==> src/hw/rtl/ecnwcc_pkg.sv <==
// Shared constants, types and update codes of the ECN window congestion control block.
// Depends on nothing; used by ecnwcc_flow_mem, ecnwcc_update and the top level.
package ecnwcc_pkg;

	// Default configuration of the top level.
	localparam int FLOW_COUNT_DEF     = 256;
	localparam int ECN_WINDOW_DEF     = 8;
	localparam int INITIAL_WINDOW_DEF = 1;

	// Fixed field widths.
	localparam int FLOW_W  = 8;
	localparam int WIN_W   = 16;
	localparam int KIND_W  = 2;
	localparam int MARKS_W = 6;

	// Flows reachable through an 8-bit flow number.
	localparam int FLOW_SPAN = 1 << FLOW_W;

	localparam logic [WIN_W-1:0] THR_RESET = 16'd64;
	localparam logic [WIN_W-1:0] WIN_MAX   = 16'hFFFF;

	// Fixed-point fraction count/window: exact for 16-bit windows and windows of up to 32 marks.
	localparam int FRAC_SHIFT = WIN_W + 5;
	localparam int FRAC_W     = FRAC_SHIFT + 1;

	typedef enum logic [KIND_W-1:0] {
		UPD_REDUCED    = 2'd0,
		UPD_SLOW_START = 2'd1,
		UPD_ADD_INC    = 2'd2,
		UPD_COUNTED    = 2'd3
	} upd_kind_t;

endpackage

==> src/hw/rtl/ecnwcc_update.sv <==
// Window update datapath for one acknowledgement: history insert, mark count, reduce/grow.
// Depends on ecnwcc_pkg.
module ecnwcc_update #(
	parameter int ECN_WINDOW = ecnwcc_pkg::ECN_WINDOW_DEF,
	parameter int PTR_W      = $clog2(ECN_WINDOW),
	parameter int CNT_W      = $clog2(ECN_WINDOW + 1)
) (
	input  logic [ecnwcc_pkg::WIN_W-1:0] win,
	input  logic [ecnwcc_pkg::WIN_W-1:0] ack,
	input  logic [ECN_WINDOW-1:0]        hist,
	input  logic [PTR_W-1:0]             ptr,
	input  logic                         mark,
	input  logic [ecnwcc_pkg::WIN_W-1:0] thr,
	output logic [ecnwcc_pkg::WIN_W-1:0] win_nxt,
	output logic [ecnwcc_pkg::WIN_W-1:0] ack_nxt,
	output logic [ECN_WINDOW-1:0]        hist_nxt,
	output logic [PTR_W-1:0]             ptr_nxt,
	output ecnwcc_pkg::upd_kind_t        kind,
	output logic [CNT_W-1:0]             count
);

	localparam int WIN_W = ecnwcc_pkg::WIN_W;
	localparam int FRAC_W = ecnwcc_pkg::FRAC_W;
	localparam int FRAC_SHIFT = ecnwcc_pkg::FRAC_SHIFT;
	localparam logic [PTR_W:0]   WIN_LEN  = (PTR_W + 1)'(ECN_WINDOW);
	localparam logic [PTR_W-1:0] PTR_LAST = PTR_W'(ECN_WINDOW - 1);

	// frac_tab[c] = ceil(c * 2^FRAC_SHIFT / ECN_WINDOW)
	logic [FRAC_W-1:0] frac_tab [ECN_WINDOW + 1];

	for (genvar c = 0; c <= ECN_WINDOW; c++) begin : g_frac
		localparam longint unsigned FV =
			((longint'(c) << FRAC_SHIFT) + longint'(ECN_WINDOW) - 1) / ECN_WINDOW;
		assign frac_tab[c] = FRAC_W'(FV);
	end

	function automatic logic [CNT_W-1:0] pop_count(input logic [ECN_WINDOW-1:0] bits);
		logic [CNT_W-1:0] n;
		n = '0;
		for (int i = 0; i < ECN_WINDOW; i++)
			n = n + CNT_W'(bits[i]);
		return n;
	endfunction

	logic [PTR_W-1:0]         ptr_eff;
	logic [WIN_W+FRAC_W-1:0]  prod;
	logic [WIN_W-1:0]         win_red, win_sub;
	logic [WIN_W:0]           win_dbl, ack_inc;

	always_comb begin
		ptr_eff = ({1'b0, ptr} >= WIN_LEN) ? '0 : ptr;
		hist_nxt = hist;
		hist_nxt[ptr_eff] = mark;
		count = pop_count(hist_nxt);
		ptr_nxt = (ptr_eff == PTR_LAST) ? '0 : ptr_eff + 1'b1;

		// Reduction: window * count / ECN_WINDOW through the fixed-point fraction.
		prod    = (WIN_W + FRAC_W)'(win) * (WIN_W + FRAC_W)'(frac_tab[count]);
		win_red = prod[FRAC_SHIFT +: WIN_W];
		win_sub = win - win_red;

		win_dbl = {win, 1'b0};
		ack_inc = {1'b0, ack} + 1'b1;

		ack_nxt = ack;
		if (mark) begin
			win_nxt = (win_sub == '0) ? WIN_W'(1) : win_sub;
			kind    = ecnwcc_pkg::UPD_REDUCED;
		end else if (win < thr) begin
			win_nxt = win_dbl[WIN_W] ? ecnwcc_pkg::WIN_MAX : win_dbl[WIN_W-1:0];
			kind    = ecnwcc_pkg::UPD_SLOW_START;
		end else begin
			ack_nxt = ack_inc[WIN_W] ? ecnwcc_pkg::WIN_MAX : ack_inc[WIN_W-1:0];
			if (ack_nxt >= win) begin
				win_nxt = (win == ecnwcc_pkg::WIN_MAX) ? win : win + 1'b1;
				ack_nxt = '0;
				kind    = ecnwcc_pkg::UPD_ADD_INC;
			end else begin
				win_nxt = win;
				kind    = ecnwcc_pkg::UPD_COUNTED;
			end
		end
	end

endmodule

==> config.mk <==
export PLATFORM = sky130hd
export DESIGN_NAME = ecnwcc_update
export DESIGN_NICKNAME = d
export VERILOG_FILES = /design/src/hw/rtl/ecnwcc_pkg.sv /design/src/hw/rtl/ecnwcc_update.sv
export SDC_FILE = /design/constraint.sdc
export NUM_CORES = 1
export LEC_CHECK = 0
export BUFFER_PORTS_ARGS = -buffer_cell sky130_fd_sc_hd__buf_2
export CAP_MARGIN = 5
export CORE_MARGIN = 2
export CORE_UTILIZATION = 30
export DETAILED_ROUTE_END_ITERATION = 16
export PLACE_DENSITY_LB_ADDON = 0.2
export SYNTH_ARGS = -nofsm -noshare
export SYNTH_HDL_FRONTEND = slang
export SYNTH_SLANG_ARGS = --single-unit
==> constraint.sdc <==
create_clock -name vclk -period 14.2
set_clock_uncertainty 0.15 [all_clocks]
set_input_delay 2.13 -clock vclk [all_inputs]
set_output_delay 2.13 -clock vclk [all_outputs]
set_load 0.03 [all_outputs]
==> results.sh, run 1 <==
export IMPL_setup_tns_ns=0
export IMPL_seq_area_um2=0
export IMPL_die_area_mm2=0.0209
export IMPL_core_mm2=0.0195
export IMPL_hpwl_um=16000
export IMPL_cp_end_kind="output port"
export IMPL_drive_gt1_share_pct=17.2
export IMPL_design_seq_count=0
export IMPL_layout_area_overhead_vs_synth_pct=16.3
export IMPL_crit_required_ns=11.92
export IMPL_ys_warn_count=0
export IMPL_grt_pass1_wl_um=29900
export IMPL_die_width_um=145
export IMPL_drc=0
export IMPL_globalplace_congestion=0.896
export IMPL_hold_viol=0
export IMPL_fin_crit_sh_pct=96.7
export IMPL_placed_area_mm2=0.00678
export IMPL_fin_area_mm2=0.00690
export IMPL_pin_count=109
export IMPL_max_slew_margin_rel_pct=33.9
export IMPL_grt_ovfl_total=0
export IMPL_initial_core_util_pct=30.5
export IMPL_grt_use_total_pct=17.7
export IMPL_die_y_um=145
export IMPL_worst_ep_arrival_time_ns=11.46
export IMPL_routedWlPerCell_um=16.0
export IMPL_postSynthAreaPerCell_um2=7.29
export IMPL_period_minus_slack_ns=13.74
export IMPL_num_vias=6204
export IMPL_grt_pass1_vias=5792
export IMPL_dr_pass1_iters=5
export IMPL_critPathKind="in2out"
export IMPL_finalMaxSlewViolations=0
export IMPL_critPathMaxFanout=10
export IMPL_antenna_found_initial=0
export IMPL_routed_wl_um=18800
export IMPL_postRouteAntennaNets=0
export IMPL_viasPerCell=5.30
export IMPL_startpoint_type="input pin"
export IMPL_placementRows=51
export IMPL_hp_start="ack[12]"
export IMPL_outcome="finished clean"
export IMPL_yosysSeqAreaShare_pct=0
export IMPL_hold_end="ack_nxt[12]"
export IMPL_clock_fmax_ghz=0.0728
export IMPL_worstMarginPinSlew_ns=0.991
export IMPL_netlist_instances=814
export IMPL_hold_path_class="in2out"
export IMPL_synthesis_area_mm2=0.00593
export IMPL_syn_nets=1041
export IMPL_grt_max_degree=31
export IMPL_drt_iter0_markers=379
export IMPL_synth_cell_types=67
export IMPL_maxCapViolCount=0
export IMPL_final_clkbuf_count=0
export IMPL_setup_viol=0
export IMPL_whs_path_depth=4
export IMPL_io_buffers=109
export IMPL_diodes=0
export IMPL_nets=1134
export IMPL_slowest_delay_ns=0.51
export IMPL_slowest_stage="fa_1"
## cells in the mapped netlist, types with 6 or more instances
cell type,number,area share (%)
ha_1,137,29
inv_1,99,6.3
nand2_1,56,3.5
nor2_1,52,3.3
a21oi_1,45,3.8
o21ai_0,36,3.0
nand3_1,34,2.9
fa_1,30,10
and3_1,29,3.1
nor3_1,28,2.4
clkbuf_1,24,1.5
xnor2_1,22,3.2
a21o_1,19,2.4
a31oi_1,13,1.4
xor2_1,13,1.9
or3_1,10,1.1
a211oi_1,9,1.1
nand4_1,9,0.95
buf_2,8,0.68
nand2b_1,8,0.84
o21ai_1,8,0.68
nor2b_1,7,0.74
o211ai_1,7,0.89
o31ai_1,7,0.89
nor4_1,6,0.63
## per-layer routing
metal	track usage (%)	vias to the layer above	wire [µm]
met5	0	-	0
met4	1.94	0	177
met3	1.06	12	773
met2	29.5	134	8470
met1	25.9	2944	9360
li1	-	3114	-
## timing repair
action	4_1_cts	5_1_grt
resized for setup	0	22
buffers inserted	0	5
setup endpoints to repair	0	2
hold buffers	0	0
## kinds of logic after synthesis
family / count (synthesis) / share of synthesized area (%)
adders and majority gates: 167 / 39.0
AOI/OAI and AO/OA: 192 / 21.4
buffers and inverters: 139 / 8.97
muxes: 10 / 1.81
xor gates and xnor gates: 35 / 5.17
and+or+nand+nor: 271 / 23.6
## per-stage QoR
stage	setup slack (ns)	util (%)	hold WS, ns	instances
floorplan	0.314	-	4.32	814
global route	-0.0190	35.4	4.51	1170
global placement	0.299	34.8	4.48	1165
CTS	0.125	34.8	4.48	1165
finish	0.462	35.4	4.48	1170
detailed placement	0.144	34.8	4.48	1165
## worst max-delay path by stage
stage	from	to	slack, ns	cells past startpoint
after CTS	ptr[0]	win_nxt[0]	0.12	41
after floorplan	ptr[0]	win_nxt[15]	0.31	37
after global routing	ptr[0]	win_nxt[0]	-0.02	40
after detailed placement	ptr[0]	win_nxt[0]	0.14	41
final	ptr[0]	win_nxt[0]	0.46	40
after global placement	ptr[0]	win_nxt[0]	0.30	41
## critical path, delay by kind of cell
kind | cells | cell delay (ns)
adders and majority gates | 13 | 4.85
AOI/OAI and AO/OA | 10 | 1.92
muxes | 1 | 0.23
xor gates and xnor gates | 1 | 0.18
buffers and inverters | 8 | 0.69
and+or+nand+nor | 7 | 1.44
## area by class of cell
cell class                 instances  area [µm²]
multi-input combinational        675        5480
timing repair buffer             126         694
fill                            2133       12600
inverter                         104         394
tap                              265         332
## layout by cell type, fill, tap and decap left out, types with 8 or more instances in the layout
cell type / count
or3_1: 10
o21ai_0: 36
buf_2: 107
nor3_1: 27
nand2_1: 56
o21ai_1: 8
xor2_1: 13
buf_4: 16
ha_1: 137
nor2_1: 51
xnor2_1: 21
a211oi_1: 9
inv_1: 98
a21oi_1: 43
a21o_1: 19
nand3_1: 34
a31oi_1: 12
nand4_1: 9
fa_1: 29
nand2b_1: 8
and3_1: 29
Power of run 1 is not shown: default switching activity piles up to over one toggle a cycle in this logic, so the estimate is an artifact.
==> run 2, diff against run 1 <==
Settings changed: CORE_UTILIZATION 30 to 45.
==> results.sh, run 2 (same netlist as run 1, synthesis figures left out) <==
export IMPL_outcome="finished clean"
export IMPL_critPathKind="in2out"
export IMPL_grt_use_met2_pct=37.8
export IMPL_crit_required_ns=11.92
export IMPL_top_usage_layer="met2"
export IMPL_hold_buffers=0
export IMPL_die_y_um=119
export IMPL_critPathMaxFanout=10
export IMPL_slowest_stage="fa_1"
export IMPL_nets=1132
export IMPL_drive_gt1_share_pct=16.6
export IMPL_grt_use_total_pct=22.7
export IMPL_diodes=0
export IMPL_final_clkbuf_count=0
export IMPL_seq_area_um2=0
export IMPL_grt_max_degree=39
export IMPL_period_minus_slack_ns=13.77
export IMPL_grt_pass1_vias=5432
export IMPL_io_buffers=109
export IMPL_die_area_mm2=0.0141
export IMPL_cp_end_kind="output port"
export IMPL_max_slew_margin_rel_pct=36.2
export IMPL_grt_ovfl_total=0
export IMPL_grt_pass1_wl_um=26800
export IMPL_hpwl_um=13800
export IMPL_final_common_cell="ha_1"
export IMPL_design_seq_count=0
export IMPL_dr_pass1_iters=5
export IMPL_viasPerCell=5.72
export IMPL_slowest_delay_ns=0.52
export IMPL_startpoint_type="input pin"
export IMPL_clock_fmax_ghz=0.0726
export IMPL_initial_core_util_pct=46.6
export IMPL_finalMaxSlewViolations=0
export IMPL_pin_count=109
export IMPL_cpMostUsedCell="fa_1"
export IMPL_die_width_um=119
export IMPL_num_vias=6144
export IMPL_routedWlPerCell_um=15.3
export IMPL_use_met3_pct=0.820
export IMPL_hold_path_class="in2out"
export IMPL_routed_wl_um=16500
export IMPL_core_mm2=0.0127
export IMPL_met1_usage_pct=33.9
export IMPL_drt_iter0_markers=477
export IMPL_placementRows=41
export IMPL_rsz0062_at_grt="no"
export IMPL_fin_crit_sh_pct=97.0
export IMPL_setup_tns_ns=0
export IMPL_setup_viol=0
export IMPL_worst_ep_arrival_time_ns=11.49
export IMPL_maxCapViolCount=0
export IMPL_drc=0
export IMPL_layout_area_overhead_vs_synth_pct=13.3
export IMPL_globalplace_congestion=0.877
export IMPL_worstMarginPinSlew_ns=0.957
export IMPL_layout_common_cells="ha_1 (137), buf_2 (108), inv_1 (99)"
export IMPL_hold_viol=0
export IMPL_postRouteAntennaNets=0
export IMPL_antenna_found_initial=0
-- run 2: area by class of cell --
| cell class | count | area (µm²) |
|---|---|---|
| Tap cell | 172 | 215 |
| Inverter | 104 | 390 |
| Timing Repair Buffer | 124 | 661 |
| Multi-Input combinational cell | 675 | 5450 |
| Fill cell | 1323 | 6000 |
-- run 2: per-layer routing --
layer,vias to the layer above,routed length (µm)
li1,3110,-
met1,2789,7750
met2,241,7530
met3,4,1170
met4,0,54
met5,-,0
-- run 2: what timing repair did --
item                       4_1_cts  5_1_grt
setup endpoints to repair        0        2
gates resized for setup          0       13
buffers inserted                 0        4
-- run 2: worst paths after layout --
kind	start	end	depth (start not counted)
worst max-delay path	ptr[0]	win_nxt[15]	39
worst min-delay path	ack[12]	ack_nxt[12]	4
-- run 2: critical path, delay by kind of cell --
kind | cells | cell delay, ns
AO/OA/AOI/OAI | 9 | 1.92
XOR/XNOR | 1 | 0.17
adder cells (fa/ha/maj) | 13 | 4.91
buffers and inverters | 8 | 0.73
multiplexers | 1 | 0.23
AND/OR/NAND/NOR | 7 | 1.39
-- run 2: through the flow --
stage	util, %	std cells	area [µm²]	worst slack [ns]	hold WS [ns]
finish	52.8	1075	6720	0.431	4.48
floorplan	-	814	5930	0.314	4.32
global placement	52.2	1071	6640	0.527	4.47
CTS	52.2	1071	6640	0.404	4.48
detailed placement	52.2	1071	6640	0.424	4.48
global route	52.8	1075	6720	0.0243	4.51
Power of run 2 is left out for the same reason.
